--- config.mk ---
export PLATFORM = sky130hd
export DESIGN_NAME = cursor_line_editor_core_flat
export DESIGN_NICKNAME = d
export VERILOG_FILES = /design/src/hdl/cle_pkg.sv /design/src/hdl/cle_if.sv /design/src/hdl/cle_ram.sv /design/src/hdl/cle_ctrl.sv /design/src/hdl/cle_rsp_stage.sv /design/src/hdl/cursor_line_editor_core.sv /design/src/flat_wrapper.sv
export SDC_FILE = /design/constraint.sdc
export NUM_CORES = 1
export LEC_CHECK = 0
export BUFFER_PORTS_ARGS = -buffer_cell sky130_fd_sc_hd__buf_2
export CAP_MARGIN = 20
export CORE_MARGIN = 8
export CORE_UTILIZATION = 45
export DETAILED_ROUTE_END_ITERATION = 8
export PLACE_DENSITY_LB_ADDON = 0.12
export SLEW_MARGIN = 20
export SYNTH_ARGS = -nofsm -noshare
export SYNTH_HDL_FRONTEND = slang
export SYNTH_SLANG_ARGS = --single-unit
--- constraint.sdc ---
create_clock -name clock -period 6 [get_ports clock]
set_input_delay 1.8 -clock clock [delete_from_list [all_inputs] [get_ports clock]]
set_output_delay 1.8 -clock clock [all_outputs]
set_load 0.02 [all_outputs]
--- src/hdl/cle_pkg.sv ---
`timescale 1ns / 1ps
// ----------------------------------------------------------------------------
// Cursor line editor package
// Shared constants, key codes, state encoding and control structs.
// ----------------------------------------------------------------------------
package cle_pkg;

   localparam int LINE_LEN_DEF = 64;
   localparam int CHAR_W       = 8;

   localparam logic [CHAR_W-1:0] KEY_DELETE = 8'h2D;
   localparam logic [CHAR_W-1:0] KEY_HOME   = 8'h5B;
   localparam logic [CHAR_W-1:0] KEY_END    = 8'h5D;
   localparam logic [CHAR_W-1:0] KEY_LEFT   = 8'h3C;
   localparam logic [CHAR_W-1:0] KEY_RIGHT  = 8'h3E;
   localparam logic [CHAR_W-1:0] KEY_NL     = 8'h0A;

   typedef enum logic [4:0] {
      ST_IDLE  = 5'b00001,
      ST_SHIFT = 5'b00010,
      ST_PUT   = 5'b00100,
      ST_DUMP  = 5'b01000,
      ST_EMPTY = 5'b10000
   } state_type;

   typedef struct packed {
      logic load;
      logic last;
      logic empty;
      logic ovf;
   } rsp_load_type;

   typedef struct packed {
      logic rd_issue;
      logic rd_pend;
   } ctrl_stat_type;

endpackage

--- src/hdl/cle_if.sv ---
`timescale 1ns / 1ps
// ----------------------------------------------------------------------------
// Cursor line editor channels
// Valid/ready channels for input bytes and output characters.
// ----------------------------------------------------------------------------
interface cle_req_if;
   logic       valid;
   logic       ready;
   logic [7:0] ch;

   modport source (output valid, output ch, input ready);
   modport sink (input valid, input ch, output ready);
endinterface

interface cle_rsp_if;
   logic       valid;
   logic       ready;
   logic [7:0] out_char;
   logic       last;
   logic       empty_line;
   logic       overflowed;

   modport source (output valid, output out_char, output last, output empty_line,
                   output overflowed, input ready);
   modport sink (input valid, input out_char, input last, input empty_line,
                 input overflowed, output ready);
endinterface

--- src/hdl/cle_ram.sv ---
`timescale 1ns / 1ps
// ----------------------------------------------------------------------------
// Cursor line editor RAM
// Generic single-write, single-read memory with a registered read.
// ----------------------------------------------------------------------------
module cle_ram #(
   parameter int WIDTH = 8,
   parameter int DEPTH = 64
) (
   input  logic                     clock,
   input  logic                     wr_en,
   input  logic [$clog2(DEPTH)-1:0] wr_addr,
   input  logic [WIDTH-1:0]         wr_data,
   input  logic [$clog2(DEPTH)-1:0] rd_addr,
   output logic [WIDTH-1:0]         rd_data
);

   logic [WIDTH-1:0] mem_ff [DEPTH];
   logic [WIDTH-1:0] rd_data_ff;

   always_ff @(posedge clock) begin
      if (wr_en) begin
         mem_ff[wr_addr] <= wr_data;
      end
      rd_data_ff <= mem_ff[rd_addr];
   end

   assign rd_data = rd_data_ff;

endmodule

--- src/hdl/cle_ctrl.sv ---
`timescale 1ns / 1ps
// ----------------------------------------------------------------------------
// Cursor line editor control
// Holds length, cursor and overflow flag, and sequences cell shifts and
// line dumps through the cell memory.
// ----------------------------------------------------------------------------
module cle_ctrl import cle_pkg::*; #(
   parameter int LINE_LEN = LINE_LEN_DEF
) (
   input  logic                        clock,
   input  logic                        reset,
   cle_req_if.sink                     req_if,
   input  logic                        rsp_free,
   output rsp_load_type                rsp_load,
   output ctrl_stat_type               stat,
   output logic                        mem_we,
   output logic [$clog2(LINE_LEN)-1:0] mem_wa,
   output logic [CHAR_W-1:0]           mem_wd,
   output logic [$clog2(LINE_LEN)-1:0] mem_ra,
   input  logic [CHAR_W-1:0]           mem_rd
);

   localparam int AW = $clog2(LINE_LEN);
   localparam int CW = $clog2(LINE_LEN + 1);
   localparam logic [CW-1:0] LEN_MAX = CW'(LINE_LEN);

   state_type       state_ff, state_in;
   logic [CW-1:0]   len_ff, len_in;
   logic [CW-1:0]   cur_ff, cur_in;
   logic            ovf_ff, ovf_in;
   logic [CW-1:0]   cnt_ff, cnt_in;
   logic            pend_ff, pend_in;
   logic            pend_last_ff, pend_last_in;
   logic [AW-1:0]   idx_ff, idx_in;
   logic [AW-1:0]   wa_ff, wa_in;
   logic [AW-1:0]   put_ff, put_in;
   logic [CHAR_W-1:0] char_ff, char_in;
   logic            ins_ff, ins_in;
   logic            accept;
   logic            rd_issue;
   logic [CW-1:0]   tail;
   logic [CW-1:0]   len_m1;

   assign accept = req_if.valid && req_if.ready;
   assign tail   = len_ff - cur_ff;
   assign len_m1 = len_ff - 1'b1;

   always_comb begin
      state_in     = state_ff;
      len_in       = len_ff;
      cur_in       = cur_ff;
      ovf_in       = ovf_ff;
      cnt_in       = cnt_ff;
      pend_in      = 1'b0;
      pend_last_in = pend_last_ff;
      idx_in       = idx_ff;
      wa_in        = wa_ff;
      put_in       = put_ff;
      char_in      = char_ff;
      ins_in       = ins_ff;
      req_if.ready = (state_ff == ST_IDLE);
      mem_we       = 1'b0;
      mem_wa       = put_ff;
      mem_wd       = char_ff;
      mem_ra       = idx_ff;
      rd_issue     = 1'b0;
      rsp_load     = '0;

      unique case (state_ff)
         ST_IDLE: begin
            if (accept) begin
               case (req_if.ch)
                  KEY_NL: begin
                     if (len_ff == '0) begin
                        state_in = ST_EMPTY;
                     end else begin
                        idx_in   = '0;
                        cnt_in   = len_ff;
                        state_in = ST_DUMP;
                     end
                  end
                  KEY_DELETE: begin
                     if (cur_ff != '0) begin
                        len_in = len_ff - 1'b1;
                        cur_in = cur_ff - 1'b1;
                        cnt_in = tail;
                        idx_in = cur_ff[AW-1:0];
                        ins_in = 1'b0;
                        if (tail != '0) begin
                           state_in = ST_SHIFT;
                        end
                     end
                  end
                  KEY_HOME: begin
                     cur_in = '0;
                  end
                  KEY_END: begin
                     cur_in = len_ff;
                  end
                  KEY_LEFT: begin
                     if (cur_ff != '0) begin
                        cur_in = cur_ff - 1'b1;
                     end
                  end
                  KEY_RIGHT: begin
                     if (cur_ff != len_ff) begin
                        cur_in = cur_ff + 1'b1;
                     end
                  end
                  default: begin
                     if (len_ff != LEN_MAX) begin
                        len_in  = len_ff + 1'b1;
                        cur_in  = cur_ff + 1'b1;
                        char_in = req_if.ch;
                        put_in  = cur_ff[AW-1:0];
                        if (tail == '0) begin
                           mem_we = 1'b1;
                           mem_wa = cur_ff[AW-1:0];
                           mem_wd = req_if.ch;
                        end else begin
                           cnt_in   = tail;
                           idx_in   = len_m1[AW-1:0];
                           ins_in   = 1'b1;
                           state_in = ST_SHIFT;
                        end
                     end else begin
                        ovf_in = 1'b1;
                     end
                  end
               endcase
            end
         end
         ST_SHIFT: begin
            if (pend_ff) begin
               mem_we = 1'b1;
               mem_wa = wa_ff;
               mem_wd = mem_rd;
            end
            if (cnt_ff != '0) begin
               rd_issue = 1'b1;
               pend_in  = 1'b1;
               cnt_in   = cnt_ff - 1'b1;
               if (ins_ff) begin
                  wa_in  = idx_ff + 1'b1;
                  idx_in = idx_ff - 1'b1;
               end else begin
                  wa_in  = idx_ff - 1'b1;
                  idx_in = idx_ff + 1'b1;
               end
            end else if (pend_ff) begin
               state_in = ins_ff ? ST_PUT : ST_IDLE;
            end
         end
         ST_PUT: begin
            mem_we   = 1'b1;
            state_in = ST_IDLE;
         end
         ST_DUMP: begin
            if (pend_ff) begin
               rsp_load.load  = 1'b1;
               rsp_load.last  = pend_last_ff;
               rsp_load.empty = 1'b0;
               rsp_load.ovf   = ovf_ff;
               if (pend_last_ff) begin
                  len_in   = '0;
                  cur_in   = '0;
                  ovf_in   = 1'b0;
                  state_in = ST_IDLE;
               end
            end
            if (cnt_ff != '0 && !pend_ff && rsp_free) begin
               rd_issue     = 1'b1;
               pend_in      = 1'b1;
               pend_last_in = (cnt_ff == CW'(1));
               cnt_in       = cnt_ff - 1'b1;
               idx_in       = idx_ff + 1'b1;
            end
         end
         ST_EMPTY: begin
            if (rsp_free) begin
               rsp_load.load  = 1'b1;
               rsp_load.last  = 1'b1;
               rsp_load.empty = 1'b1;
               rsp_load.ovf   = ovf_ff;
               len_in         = '0;
               cur_in         = '0;
               ovf_in         = 1'b0;
               state_in       = ST_IDLE;
            end
         end
         default: begin
            state_in = ST_IDLE;
         end
      endcase
   end

   always_ff @(posedge clock) begin
      if (reset) begin
         state_ff <= ST_IDLE;
         len_ff   <= '0;
         cur_ff   <= '0;
         ovf_ff   <= 1'b0;
         cnt_ff   <= '0;
         pend_ff  <= 1'b0;
      end else begin
         state_ff <= state_in;
         len_ff   <= len_in;
         cur_ff   <= cur_in;
         ovf_ff   <= ovf_in;
         cnt_ff   <= cnt_in;
         pend_ff  <= pend_in;
      end
   end

   always_ff @(posedge clock) begin
      pend_last_ff <= pend_last_in;
      idx_ff       <= idx_in;
      wa_ff        <= wa_in;
      put_ff       <= put_in;
      char_ff      <= char_in;
      ins_ff       <= ins_in;
   end

   assign stat.rd_issue = rd_issue;
   assign stat.rd_pend  = pend_ff;

endmodule

--- src/hdl/cle_rsp_stage.sv ---
`timescale 1ns / 1ps
// ----------------------------------------------------------------------------
// Cursor line editor output register
// Holds one result transaction until the receiver takes it.
// ----------------------------------------------------------------------------
module cle_rsp_stage import cle_pkg::*; (
   input  logic              clock,
   input  logic              reset,
   input  rsp_load_type      rsp_load,
   input  logic [CHAR_W-1:0] mem_rd,
   output logic              rsp_free,
   cle_rsp_if.source         rsp_if
);

   logic              valid_ff, valid_in;
   logic [CHAR_W-1:0] char_ff;
   logic              last_ff;
   logic              empty_ff;
   logic              ovf_ff;

   assign rsp_free = !valid_ff || rsp_if.ready;

   always_comb begin
      valid_in = valid_ff;
      if (rsp_load.load) begin
         valid_in = 1'b1;
      end else if (rsp_if.ready) begin
         valid_in = 1'b0;
      end
   end

   always_ff @(posedge clock) begin
      if (reset) begin
         valid_ff <= 1'b0;
      end else begin
         valid_ff <= valid_in;
      end
   end

   always_ff @(posedge clock) begin
      if (rsp_load.load) begin
         char_ff  <= rsp_load.empty ? '0 : mem_rd;
         last_ff  <= rsp_load.last;
         empty_ff <= rsp_load.empty;
         ovf_ff   <= rsp_load.ovf;
      end
   end

   assign rsp_if.valid      = valid_ff;
   assign rsp_if.out_char   = char_ff;
   assign rsp_if.last       = last_ff;
   assign rsp_if.empty_line = empty_ff;
   assign rsp_if.overflowed = ovf_ff;

endmodule

--- src/hdl/cursor_line_editor_core.sv ---
`timescale 1ns / 1ps
// ----------------------------------------------------------------------------
// Cursor line editor core
// One-line text editor with a cursor, fed one byte per transaction.
//
// The req channel carries one byte per transaction: a command ('-', '[', ']',
// '<', '>'), a newline, or text to insert at the cursor. The rsp channel
// returns the line on a newline, one character per transaction from left to
// right, with last on the final one; an empty line gives a single result
// with empty_line set. overflowed reports a dropped insert since the last
// newline. The characters sit in a single-port-write memory with a
// registered read, so shifts and dumps go one cell per memory access.
// Cursor moves and edits at the end of the line need no shift. An insert
// ahead of the cursor tail shifts the tail right and then writes the byte;
// a delete ahead of the tail shifts it left. A newline reads each character
// and loads it into the output register before the next read is issued.
// Reset empties the line and clears the flag; cells stay unwritten until
// used. A stalled receiver holds the output register and pauses the dump;
// edits keep being taken while the last result of a line waits.
// ----------------------------------------------------------------------------
module cursor_line_editor_core import cle_pkg::*; #(
   parameter int LINE_LEN = LINE_LEN_DEF
) (
   input  logic      clock,
   input  logic      reset,
   cle_req_if.sink   req_if,
   cle_rsp_if.source rsp_if
);

   localparam int AW = $clog2(LINE_LEN);

   rsp_load_type      rsp_load;
   ctrl_stat_type     ctrl_stat;
   logic              rsp_free;
   logic              mem_we;
   logic [AW-1:0]     mem_wa;
   logic [CHAR_W-1:0] mem_wd;
   logic [AW-1:0]     mem_ra;
   logic [CHAR_W-1:0] mem_rd;

   cle_ram #(
      .WIDTH(CHAR_W),
      .DEPTH(LINE_LEN)
   ) u_cells (
      .clock  (clock),
      .wr_en  (mem_we),
      .wr_addr(mem_wa),
      .wr_data(mem_wd),
      .rd_addr(mem_ra),
      .rd_data(mem_rd)
   );

   cle_ctrl #(
      .LINE_LEN(LINE_LEN)
   ) u_ctrl (
      .clock   (clock),
      .reset   (reset),
      .req_if  (req_if),
      .rsp_free(rsp_free),
      .rsp_load(rsp_load),
      .stat    (ctrl_stat),
      .mem_we  (mem_we),
      .mem_wa  (mem_wa),
      .mem_wd  (mem_wd),
      .mem_ra  (mem_ra),
      .mem_rd  (mem_rd)
   );

   cle_rsp_stage u_rsp (
      .clock   (clock),
      .reset   (reset),
      .rsp_load(rsp_load),
      .mem_rd  (mem_rd),
      .rsp_free(rsp_free),
      .rsp_if  (rsp_if)
   );

   a_empty_is_last: assert property (@(posedge clock) disable iff (reset)
      rsp_if.valid && rsp_if.empty_line |-> rsp_if.last)
      else $error("Empty-line result without last.");

   a_no_accept_in_flight: assert property (@(posedge clock) disable iff (reset)
      ctrl_stat.rd_pend |-> !req_if.ready)
      else $error("Input accepted while a memory read is in flight.");

   a_no_rw_collision: assert property (@(posedge clock) disable iff (reset)
      mem_we && ctrl_stat.rd_issue |-> mem_wa != mem_ra)
      else $error("Memory read and write hit the same cell.");

   a_load_into_free: assert property (@(posedge clock) disable iff (reset)
      rsp_load.load |-> !rsp_if.valid || $past(rsp_if.ready) || rsp_if.ready)
      else $error("Result loaded over a transaction not yet taken.");

endmodule

--- src/flat_wrapper.sv ---
// flat-port wrapper written by rule: the top's interface ports become plain ports
module cursor_line_editor_core_flat import cle_pkg::*;
#(
   parameter int LINE_LEN = LINE_LEN_DEF
)
  (clock, reset, req_if_valid, req_if_ch, req_if_ready, rsp_if_valid, rsp_if_out_char, rsp_if_last, rsp_if_empty_line, rsp_if_overflowed, rsp_if_ready);
  cle_req_if req_if_i ();
  cle_rsp_if rsp_if_i ();
  input  logic clock;
  input  logic reset;
  input wire logic [$bits(req_if_i.valid)-1:0] req_if_valid;
  input wire logic [$bits(req_if_i.ch)-1:0] req_if_ch;
  output wire logic [$bits(req_if_i.ready)-1:0] req_if_ready;
  output wire logic [$bits(rsp_if_i.valid)-1:0] rsp_if_valid;
  output wire logic [$bits(rsp_if_i.out_char)-1:0] rsp_if_out_char;
  output wire logic [$bits(rsp_if_i.last)-1:0] rsp_if_last;
  output wire logic [$bits(rsp_if_i.empty_line)-1:0] rsp_if_empty_line;
  output wire logic [$bits(rsp_if_i.overflowed)-1:0] rsp_if_overflowed;
  input wire logic [$bits(rsp_if_i.ready)-1:0] rsp_if_ready;
  assign req_if_i.valid = req_if_valid;
  assign req_if_i.ch = req_if_ch;
  assign req_if_ready = req_if_i.ready;
  assign rsp_if_valid = rsp_if_i.valid;
  assign rsp_if_out_char = rsp_if_i.out_char;
  assign rsp_if_last = rsp_if_i.last;
  assign rsp_if_empty_line = rsp_if_i.empty_line;
  assign rsp_if_overflowed = rsp_if_i.overflowed;
  assign rsp_if_i.ready = rsp_if_ready;
  cursor_line_editor_core #(.LINE_LEN(LINE_LEN)) u_core (.clock(clock), .reset(reset), .req_if(req_if_i), .rsp_if(rsp_if_i));
endmodule
==> Yosys cells after proc, flatten, opt, wreduce, memory -nomap -nowiden <==
Memory sizes are Yosys's and may differ from the RTL's. A register that Yosys moved wholly into a read port is not among the register bits.
Index checks and enable logic that the tools add are counted.
{ "op_classes": {"addsub": 8, "eq_ne": 38, "n_mux": 87, "bitwise_logic": 2, "n_reduce_logical": 28} }
{ "ops": {"columns": ["cell", "count"], "rows": [
  ["2-to-1 mux 7 bit", 17],
  ["2-to-1 mux 6 bit", 14],
  ["one-hot mux 7 bit (3 select lines)", 4],
  ["2-to-1 mux 5 bit", 11],
  ["2-to-1 mux 8 bit", 5],
  ["one-hot mux 6 bit (3 select lines)", 2],
  ["one-hot mux 7 bit (5 select lines)", 1],
  ["!= test 2 bit, second input constant", 13],
  ["== test 8 x 6 -> 1 bit, second input constant", 3],
  ["nonzero test 7 bit", 3],
  ["subtractor 7 x 1 -> 7 bit, second input constant", 3],
  ["2-to-1 mux 1 bit", 20],
  ["one-hot mux 5 bit (4 select lines)", 1],
  ["AND reduction 9 bit", 2],
  ["== test 8 x 7 -> 1 bit, second input constant", 2],
  ["one-hot mux 8 bit (2 select lines)", 1],
  ["one-hot mux 5 bit (3 select lines)", 1],
  ["adder 7 x 1 -> 7 bit, second input constant", 2],
  ["logical NOT 7 bit", 2],
  ["one-hot mux 7 bit (2 select lines)", 1],
  ["!= test 3 bit, second input constant", 4],
  ["one-hot mux 6 bit (2 select lines)", 1],
  ["AND reduction 11 bit", 1],
  ["== test 8 x 4 -> 1 bit, second input constant", 1],
  ["37 further kinds", 48]
]} }
{ "totals": {"regBits": 68, "ramBits": 512, "out_inout_bits": 13, "memories": 1} }
{ "memory_table": {"columns": ["name", "words", "word_bits", "read_ports", "rd_clocked_by_memory_dff", "write_ports", "line_no", "text"], "rows": [
  ["u_core.u_cells.mem_ff", 64, 8, 1, 1, 1, "cle_ram.sv:18", "logic [WIDTH-1:0] mem_ff [DEPTH];"]
]} }

==> Logic depth before layout (Yosys ltp) <==
{ "depth": {"word_depth": 9, "mapped_depth": 16, "depth_no_buf": 15} }

==> Cells and area by module <==
Synthesis repeated with hierarchy kept, for this count alone.
{ "unflattened": {"hier_cells": 1493, "hier_area_um2": 24880.1} }
{ "by_module_without_submodules": {"columns": ["module", "n_inst", "cells_per_inst", "area_per_inst_um2", "seq_area_each_um2"], "rows": [
  ["cle_ram", 1, 972, 20190.6, 15534.9],
  ["cle_ctrl", 1, 498, 4262.8, 1401.3],
  ["cle_rsp_stage", 1, 23, 426.7, 350.3]
]} }

==> Worst setup path before layout <==
Ideal clock, no wire load.
{ "synth_timing": {"kind": "input-to-reg", "from": "in req_if_ch[2]", "to": "mem u_core.u_cells.mem_ff[8][0] (enable)", "setup_time_ps": 370, "t_arrival_ps": 4795, "slack_ps": 834, "stages": 12, "path_buffers": 3, "cell_sequence": "and4b_1 and4b_1 clkbuf_1 nor3_1 nor3b_2 and4bb_1 buf_6 nor2_4 a221o_1 or3_1 buf_2 nor2_1"} }
{ "synth_via": {"elab_chain_len": 7} }
{ "synth_lines": {"columns": ["element", "line_no", "text"], "rows": [
  ["from (decl)", "flat_wrapper.sv:12", "input wire logic [$bits(req_if_i.ch)-1:0] req_if_ch;"],
  ["== test 8 x 6 -> 1 bit, or another cell as far along", "cle_ctrl.sv:72", "case (req_if.ch)"],
  ["OR reduction 6 bit (no source line) *", null, null],
  ["2-to-1 mux 1 bit", "cle_ctrl.sv:72", null],
  ["2-to-1 mux 1 bit", "cle_ctrl.sv:71", "if (accept) begin"],
  ["one-hot mux 1 bit (3 select lines)", "cle_ctrl.sv:69", "unique case (state_ff)"],
  ["2-to-1 mux 1 bit", "cle_ram.sv:22", "if (wr_en) begin"],
  ["2-to-1 mux 1 bit (not written as such)", "cle_ram.sv:23", "mem_ff[wr_addr] <= wr_data;"],
  ["to (decl)", "cle_ram.sv:18", null]
]} }
Every way passes the cells marked *; elsewhere a longest branch is shown, timed or not.

==> Worst setup path in the final report <==
{ "layout_timing": {"from": "reg u_core.u_ctrl.len_ff[0]", "to": "mem u_core.u_cells.mem_ff[52][6] (enable)"} }
{ "layout_via": {"elab_chain_len": 9} }
{ "layout_lines": {"columns": ["element", "line_no", "text"], "rows": [
  ["from (decl)", "cle_ctrl.sv:28", "logic [CW-1:0] len_ff, len_in;"],
  ["from (signal assigned)", "cle_ctrl.sv:207", "len_ff <= len_in;"],
  ["subtractor 7 bit", "cle_ctrl.sv:45", "assign tail = len_ff - cur_ff;"],
  ["logical NOT 7 bit", "cle_ctrl.sv:116", "if (tail == '0) begin"],
  ["2-to-1 mux 1 bit", "cle_ctrl.sv:116", null],
  ["2-to-1 mux 1 bit", "cle_ctrl.sv:111", "if (len_ff != LEN_MAX) begin"],
  ["2-to-1 mux 1 bit", "cle_ctrl.sv:72", null],
  ["2-to-1 mux 1 bit", "cle_ctrl.sv:71", null],
  ["one-hot mux 1 bit (3 select lines)", "cle_ctrl.sv:69", null],
  ["2-to-1 mux 1 bit", "cle_ram.sv:22", null],
  ["2-to-1 mux 1 bit (not written as such)", "cle_ram.sv:23", null]
]} }
Parallel ways exist; a longest one is shown, timed or not.

==> results.py <==
metrics = {
    "worst_setup_path": {
        "critical_path.endpoint_type": "flip-flop",
        "worstSetupStartpointType": "flip-flop",
        "cp.required_ns": 6.27,
        "worstSetupPathType": "reg -> reg",
        "cp.buffers_inverters": 1,
        "r2r_start": "u_core.u_ctrl.len_ff[0]",
        "cpPeakStageDelay_ns": 0.64,
        "worst-path-max-fanout": 9,
        "cpLargestDelayFamily": "simple AND/OR/NAND/NOR gates",
        "crit_slowest_cell": "nor2_1",
        "crit_chain": "inv_1 -> ha_1 -> fa_1 -> nor2b_1 -> o22ai_1 -> xnor2_1 -> nor3_1 -> and4bb_1 -> nor2_4 -> a21oi_1 -> nand3_1 -> nor2_1",
        "cp-startpoint": "u_core.u_ctrl.len_ff[0]",
        "worstPathArrival_ns": 5.15,
    },
    "synth": {
        "synth.net_count": 1580,
        "ys_seq_area_frac": 0.7008,
        "syn_inst": 1548,
        "synthFlopType": "edfxtp_1",
        "ys_ff_latch": 588,
        "async_reset_ff_frac": 0,
        "synth_cell_type_count": 69,
        "synth_edf_count": 551,
        "ys_warn_count": 0,
        "syn-cell-area_um2": 24670,
        "syn_area_per_cell_um2": 15.94,
    },
    "grt": {
        "groute.usage.overall": 0.2007,
        "grt_start_max_net_pins": 65,
        "grt_pass1_vias": 14115,
        "grt_overflow": 0,
        "grt_pass1_wl_mm": 94.41,
        "antenna_found_initial": 2,
    },
    "clock_tree": {
        "clk_latency_ns": 0.63,
        "path_clk_slew_ns": 0.06,
        "postCtsResizedCells": 0,
        "root_buffer": "clkbuf_16",
        "clk_path_buf_depth": 3,
        "cts_tree": "yes",
        "cts_setup_buffers": 0,
        "htree_num_levels": 2,
        "cts_sinks": 588,
        "cts_buffers": 61,
        "cts.hold.buffers_added": 0,
    },
    "floorplan": {
        "die_h_um": 250.1,
        "die_area_um2": 62570,
        "io_pins": 25,
        "rows": 86,
        "core_area_um2": 54660,
        "die_w_um": 250.1,
        "initial_core_util": 0.4513,
    },
    "hold_path": {
        "worstHoldPathType": "reg -> reg",
        "hp-start": "u_core.u_ctrl.cnt_ff[3]",
    },
    "layout": {
        "nFillCells": 4503,
        "layout.nets": 1693,
        "ff_latch_area_um2": 17290,
        "syn_to_final_growth_pct": 14.76,
        "design_area_um2": 28310,
        "final_cell_mix": "edfxtp_1 (551), nor2_1 (136), buf_4 (105)",
        "drive_above_1_share": 0.2015,
        "fin_cells": 2417,
        "final_common_cell": "edfxtp_1",
        "multi_input_area_um2": 6949,
    },
    "drt": {
        "drc": 0,
        "routed_via_density": 5.931,
        "wl_per_cell_um": 26.40,
        "ant_nets": 0,
        "routed_wl_mm": 63.82,
        "drtIter0Drc": 1312,
        "via_count": 14336,
        "first_pass_iters": 5,
    },
    "timing": {
        "relSlewSlack": 0.2786,
        "finalSetupViolations": 0,
        "hold_violations": 0,
        "fin_setup_tns_ns": 0,
        "fin_ws_ns": 1.119,
        "worst_pin_slew_ns": 1.082,
        "fin_skew_ns": 0.02602,
        "min_period_ns": 4.881,
        "slew_violations": 0,
        "fin_crit_sh": 0.8135,
        "fmax_mhz": 204.9,
        "grt_setup_unrepaired": "false",
    },
    "status": {
        "status": "finished, final reports clean",
    },
    "place": {
        "numPortBuffers": 24,
        "dp_cells": 2302,
        "dpl-instance-area_um2": 26260,
        "dp_hpwl_mm": 40.15,
        "dp_slack_ns": 0.7260,
        "gp_congestion": 0.8297,
    },
    "power_and_ir_drop": {
        "irDropWorstVdd_uv": 322.9,
        "power_uw": 13780,
        "cellLeakagePower_uw": 0.009717,
        "power_density_nw_per_um2": 486.7,
    },
    "flow_run": {
        "cap_viol_max_count": 0,
    },
}
==> final cells by class <==
cell class / instances / area share
timing repair buffer: 136 / 0.03704
antenna: 1 / 0.00008840
sequential: 588 / 0.6107
clock inverter: 40 / 0.01569
multi-input combinational: 850 / 0.2455
clock buffer: 74 / 0.05675
tap: 704 / 0.03112
inverter: 24 / 0.003182
==> cells by family after synthesis <==
kind of cell             share of synthesized area
AO/OA/AOI/OAI                              0.07035
XOR/XNOR                                  0.008166
adder cells (fa/ha/maj)                    0.01075
buffers and inverters                      0.01831
flip-flops                                  0.7008
multiplexers                                0.1220
AND/OR/NAND/NOR                            0.06959
==> synthesized netlist by cell type, types with 13 or more instances <==
library cell / instances / area share
edfxtp_1: 551 / 0.67
nor2_1: 136 / 0.021
mux2i_1: 96 / 0.039
mux4_2: 90 / 0.082
a21oi_1: 82 / 0.017
nand2_1: 76 / 0.012
clkbuf_1: 51 / 0.0078
o21ai_0: 41 / 0.0083
dfxtp_1: 37 / 0.030
nand3_1: 33 / 0.0067
o221ai_1: 29 / 0.010
o22ai_1: 24 / 0.0061
buf_2: 22 / 0.0045
nor3_1: 22 / 0.0045
inv_1: 21 / 0.0032
or3_1: 21 / 0.0053
ha_1: 18 / 0.0091
xnor2_1: 16 / 0.0057
a22oi_1: 15 / 0.0046
and2_1: 13 / 0.0033
==> stage by stage <==
stage,hold WS (ns),utilization
3_3_place_gp,0.4949,0.4803
3_5_place_dp,0.5034,0.4803
4_1_cts,0.5164,0.5178
5_1_grt,0.5605,0.5178
2_1_floorplan,0.4738,-
6_report,0.5138,0.5179
==> flip-flops by register name, summed over array words and instances, names as in the netlist, 7 cells and up <==
register and cells:
u_core.u_cells.mem_ff 512, u_core.u_cells.rd_data 8, u_core.u_ctrl.char_ff 8, u_core.u_ctrl.cnt_ff 7, u_core.u_ctrl.cur_ff 7, u_core.u_ctrl.len_ff 7, u_core.u_rsp.rsp_if.out_char 8
==> report_power, final <==
part / switching (uW) / total (uW) / internal [uW] / leakage [uW]
Clock: 1600 / 3880 / 2290 / 0.000994
Sequential: 164 / 5390 / 5230 / 0.00526
Combinational: 2950 / 4500 / 1550 / 0.00346
==> final timing paths <==
kind | to | slack (ns) | cells past startpoint
min reg2reg | u_core.u_ctrl.cnt_ff[3] | 0.51 | 2
min | u_core.u_ctrl.cnt_ff[3] | 0.51 | 2
max reg2reg | u_core.u_cells.mem_ff[52][6] | 1.12 | 12
max | u_core.u_cells.mem_ff[52][6] | 1.12 | 12
==> worst min-delay path: cells and delay by family, from the launching register on <==
kind	cells	cell delay (ns)
AO/OA/AOI/OAI	1	0.06
flip-flops	1	0.33
buffers and inverters	1	0.06
==> routing by layer <==
metal  global-route usage  vias to the layer above  routed length [um]
li1                     -                     6375                   -
met1               0.2875                     7354               28600
met2               0.3121                      497               29470
met3              0.03493                      110                4004
met4              0.06186                        0                1750
met5                    0                        -                   0
(Power assumes the default switching activity.)
